[src/hdl/lgts_ram.sv]
// Generic single-port synchronous RAM with a registered read.
// No dependencies.
`default_nettype none
module lgts_ram #(
    parameter int WIDTH = 16,
    parameter int DEPTH = 256
) (
    input  wire logic                                  clk,
    input  wire logic                                  we,
    input  wire logic [(DEPTH > 1 ? $clog2(DEPTH) : 1)-1:0] addr,
    input  wire logic [WIDTH-1:0]                      wdata,
    output logic      [WIDTH-1:0]                      rdata
);

    logic [WIDTH-1:0] mem [DEPTH];

    always_ff @(posedge clk)
    begin
        if (we)
            mem[addr] <= wdata;
        rdata <= mem[addr];
    end

endmodule
`default_nettype wire

[config.mk]
export PLATFORM = sky130hd
export DESIGN_NAME = lgts_ram
export DESIGN_NICKNAME = d
export VERILOG_FILES = /design/src/hdl/lgts_ram.sv
export SDC_FILE = /design/constraint.sdc
export NUM_CORES = 2
export LEC_CHECK = 0
export BUFFER_PORTS_ARGS = -buffer_cell sky130_fd_sc_hd__buf_2
export CAP_MARGIN = 10
export CORE_UTILIZATION = 65
export DETAILED_ROUTE_END_ITERATION = 10
export GPL_TIMING_DRIVEN = 0
export HOLD_SLACK_MARGIN = 0.02
export PLACE_DENSITY_LB_ADDON = 0.2
export REMOVE_ABC_BUFFERS = 1
export SLEW_MARGIN = 40
export SYNTH_ARGS = -nofsm -noshare
export SYNTH_HDL_FRONTEND = slang
export SYNTH_SLANG_ARGS = --single-unit
export TNS_END_PERCENT = 10
[constraint.sdc]
create_clock -name clk -period 10.4 [get_ports clk]
set_input_delay 2.08 -clock clk [delete_from_list [all_inputs] [get_ports clk]]
set_output_delay 2.08 -clock clk [all_outputs]
set_load 0.005 [all_outputs]
Word level (Yosys, flattened, before mapping):

Memory sizes are Yosys's and may differ from the RTL's. A register that Yosys moved wholly into a read port is not among the register bits.
Index checks and enable logic that the tools add are counted.

* $add $sub $neg: 0
* $mul: 0
* divide/modulo/power cells: 0
* magnitude comparators: 0
* equality and inequality tests: 0
* shift-type cells: 0
* mux-type cells: 2
* bitwise gates (word level): 0
* reductions and logical operators: 0

Operator list (number)
* 1-bit 2-to-1 mux: 2

* bits in registers: 0
* latch bits: 0
* RAM bits: 4096
* bits in read-only memories: 0
* input bits: 26
* output and inout port bits: 16
* memories: 1

Memory list
* mem: words 256, width 16, rd ports 1, clocked after memory_dff 1, write ports 1, line 15 `logic [WIDTH-1:0] mem [DEPTH];`

Longest topological paths before layout:

* word-level depth: 2
* mapped depth: 10

Worst setup path before layout:

No wires, ideal clock.

* kind: input -> register
* start: input port addr[0] (netlist bit)
* end: memory mem[145][0] (enable)
* library setup time: 0.409 ns
* arrival time: 4.369 ns
* required time: 9.991 ns
* path slack: 5.622 ns
* cell stages on the path: 7
* path buffers: 5
* cell sequence: clkbuf_1 -> buf_6 -> clkbuf_1 -> buf_2 -> nand2b_1 -> clkbuf_1 -> nor3_1

RTL lines
* start, declared: line 10 `input wire logic [(DEPTH > 1 ? $clog2(DEPTH) : 1)-1:0] addr,`
* end, declared: line 15

Straight into the memory's write port.

==> Flow_metrics.wiki <==
{| class="wikitable"
! Metric !! Value
|-
| Wire length on met2 || 191000 µm
|-
| Mux cell area share after synthesis || 14.8%
|-
| Core region area || 238000 µm²
|-
| Number of antenna violations at the first check in global routing || 13
|-
| Max Clock Freq || 151 MHz
|-
| Kind of critical path || input pin to register
|-
| DRC violation total after the first TritonRoute iteration || 11300
|-
| Hold Vio Cnt, Final || 0
|-
| Leftover overflow at the end of global routing || 0
|-
| Setup-violating endpoint count in the final report || 0
|-
| Number of global-route vias before repair || 77100
|-
| CTS sink count || 4112
|-
| CP max-delay cell || sky130_fd_sc_hd__o41ai_2
|-
| Flip-flop and latch count after synthesis || 4112
|-
| Class of the most critical hold timing path || register to register
|-
| Clk Latency, worst-skew pair || 990 ps
|-
| CP Data Arrival Time || 7310 ps
|-
| HPWL reported at the end of detailed placement || 224000 µm
|-
| Startpoint of the lowest-slack register-to-register path || mem[227][2]
|-
| Number of warning messages in the yosys log || 0
|-
| Pin count of the biggest net entering global routing || 105
|-
| Critical path buffers and inverters || 6
|-
| Top-level I/O count || 42
|-
| Die Wd || 491 µm
|-
| Vias || 76300
|-
| Failing checks || design-rule violations
|-
| Worst-margin pin slew || 966 ps
|-
| Post-synthesis adder-cell area fraction || 0%
|-
| Layout Area Growth over Synthesis || 14.8%
|-
| Count of non-filler cells in the finished layout || 10500
|-
| Final hold slack || 994 ps
|-
| Critical Path Max Stage Delay || 880 ps
|-
| Effective utilization at floorplan || 65.3%
|-
| Leakage power total || 54.7 nW
|-
| Area fraction in compound gates after synthesis || 3.66%
|-
| Residual DRC count || 16
|-
| Detail-routed net length per standard cell || 37.4 µm
|-
| Launching element of the worst setup path || addr[0]
|-
| Mapped Area || 155000 µm²
|-
| Cell at the root of the clock tree || sky130_fd_sc_hd__clkbuf_16
|-
| Met1 WL || 137000 µm
|-
| TritonCTS clock tree || done
|-
| Count of nets after finishing || 7081
|-
| Top sig layer || met5
|-
| WP data required || 11090 ps
|-
| Number of buffers inserted during clock tree synthesis || 404
|-
| Count of different cell masters after synthesis || 22
|-
| Mean number of vias per cell || 7.24
|-
| Max_cap viols || 0
|-
| Combinational family with the most area after synthesis || multiplexers
|-
| Number of buffers inserted for hold repair after clock tree synthesis || 0
|-
| Syn avg cell area || 23.1 µm²
|-
| Peak ir drop on the vdd network || 0.138 mV
|-
| Wirelength, routed || 394000 µm
|-
| Largest fanout of any net on the critical path || 63
|-
| Instance count of the mapped netlist || 6727
|-
| CP Cell Sequence || buf_12 > buf_16 > buf_16 > buf_16 > buf_16 > buf_16 > mux4_2 > a22oi_1 > a21oi_1 > o41ai_2 > nand4_1
|-
| Cell seen most often among critical-path stages || sky130_fd_sc_hd__buf_16
|-
| Startpoint class of the critical path || input pin
|-
| Worst setup margin || 3780 ps
|-
| DIE HEIGHT || 491 µm
|-
| Clock Skew || 53.7 ps
|-
| Result of the run || finished, violations left
|-
| Share of post-route cells with drive strength above 1 || 31.0%
|-
| Xor/xnor share of the synthesized area || 0%
|-
| Area of the die || 241000 µm²
|-
| Overall global routing resource usage || 33.1%
|-
| Reg clk slew, reported paths || 60 ps
|-
| Number of instances in the placed design || 9816
|-
| RSZ-0062 raised after global routing || false
|-
| Fill count || 11900
|-
| Pwr Density || 192 nW/µm²
|-
| Remaining antenna violation count || 0
|-
| Sequential element share of the synthesized area || 79.4%
|-
| Worst slew margin relative to its limit || 34.9%
|-
| Resize count post-CTS || 0
|-
| Max-slew violation total from the final report || 0
|-
| Number of iterations in the first detailed-routing pass || 9
|-
| Share of the clock period used by the worst path after layout || 63.7%
|-
| Post-CTS setup buffers || 0
|-
| Pre-CTS setup slack || 2800 ps
|-
| Kind of capture point of the worst setup path || register
|-
| Detailed-routed wire length on met3 || 47300 µm
|-
| Delay-heaviest family, CP || buffers and inverters
|-
| Hold path startpoint || mem[215][14]
|-
| Global-route wire length before repair || 561000 µm
|-
| Final GP Congestion || 0.803
|-
| Buffers added on ports || 41
|-
| Maximum clock insertion buffer count || 4
|-
| Number of H-tree branching levels || 5
|-
| Time the final worst path needs with I/O delays and setup || 6620 ps
|-
| Simple-gate area share of the yosys netlist || 0.907%
|-
| Cell row count || 179
|}
==> state kept, by name (all words and copies together) (netlist names) <==
| register | count |
|---|---|
| rdata | 16 |
| mem | 4096 |
==> final timing paths <==
path                                  end  depth (start not counted)  slack [ps]
worst min register to register  rdata[14]                          5         990
worst max register to register   rdata[2]                          5        7130
worst max-delay path             rdata[9]                         11        3780
worst min-delay path            rdata[14]                          5         990
==> Yosys cell counts (all sizes together) <==
cell | n | area share, %
nor3 | 30 | 0.097
a21oi | 256 | 0.82
inv | 1 | 0.0024
or3 | 1 | 0.0040
o41ai | 64 | 0.36
and2 | 3 | 0.012
mux4 | 1024 | 15
nand4 | 16 | 0.064
nor2 | 232 | 0.56
or2 | 2 | 0.0081
edfxtp | 4096 | 79
nand2b | 6 | 0.024
clkbuf | 249 | 0.60
nor2b | 7 | 0.028
buf | 171 | 0.63
nand2 | 28 | 0.068
a22oi | 512 | 2.5
nand3 | 13 | 0.042
dfxtp | 16 | 0.21
==> layer usage <==
layer,GRT usage [%],up-vias
met3,7.02,885
met4,14.2,10
met5,0,-
met2,51.8,5664
li1,-,29700
met1,46.2,40000
==> layout by cell type (no fill, tap or decap), types with 16 or more instances in the layout <==
master and instances:
sky130_fd_sc_hd__a21oi_1 252, sky130_fd_sc_hd__a22oi_1 512, sky130_fd_sc_hd__buf_12 31, sky130_fd_sc_hd__buf_16 110, sky130_fd_sc_hd__buf_2 63, sky130_fd_sc_hd__buf_4 47
sky130_fd_sc_hd__buf_8 85, sky130_fd_sc_hd__bufinv_16 40, sky130_fd_sc_hd__clkbuf_1 76, sky130_fd_sc_hd__clkbuf_16 415, sky130_fd_sc_hd__clkinv_1 76, sky130_fd_sc_hd__clkinv_2 90
sky130_fd_sc_hd__dfxtp_1 16, sky130_fd_sc_hd__edfxtp_1 4096, sky130_fd_sc_hd__mux4_2 1024, sky130_fd_sc_hd__nand2_4 19, sky130_fd_sc_hd__nand4_1 16, sky130_fd_sc_hd__nor2_4 229
sky130_fd_sc_hd__nor3_2 30, sky130_fd_sc_hd__o41ai_1 19, sky130_fd_sc_hd__o41ai_2 43
==> stage by stage <==
stage	utilization [%]	power, mW	TNS [ps]	area (µm²)
after global placement	66.3	21.2	-	158000
final	75.0	34.3	0	178000
after CTS	75.0	34.4	0	178000
after floorplan	-	19.3	-9552500	153000
after global routing	75.0	35.0	0	178000
after detailed placement	69.7	20.3	0	166000
==> kinds of logic after synthesis <==
logic type	after synthesis
DFF	4112
muxes	1024
AOI/OAI and AO/OA	832
buffers and inverters	421
and+or+nand+nor	338
==> worst register-to-register path, stage by stage, from the launching register on <==
cell and delay [ps]:
sky130_fd_sc_hd__edfxtp_1 420, sky130_fd_sc_hd__mux4_2 520, sky130_fd_sc_hd__a22oi_1 330, sky130_fd_sc_hd__a21oi_1 280, sky130_fd_sc_hd__o41ai_2 840, sky130_fd_sc_hd__nand4_1 570
==> cell type report <==
type | instances | area [µm²] | share of cell area, %
timing repair buffer | 342 | 5660 | 3.17
sequential | 4112 | 123000 | 69.1
antenna | 5 | 12.5 | 0.00701
clock inverter | 218 | 2030 | 1.14
inverter | 1 | 3.75 | 0.00210
clock buffer | 496 | 10700 | 6.02
tap | 3167 | 3960 | 2.22
multi-input combinational | 2194 | 32700 | 18.3
==> report_power, final <==
group	switching [mW]	internal, mW	leakage (nW)
registers	0.0198	18.3	36.9
clock network	6.07	8.28	6.28
logic	1.07	0.607	11.5
total	7.16	27.1	54.7
Note: power is estimated with default switching activity, not from simulation.
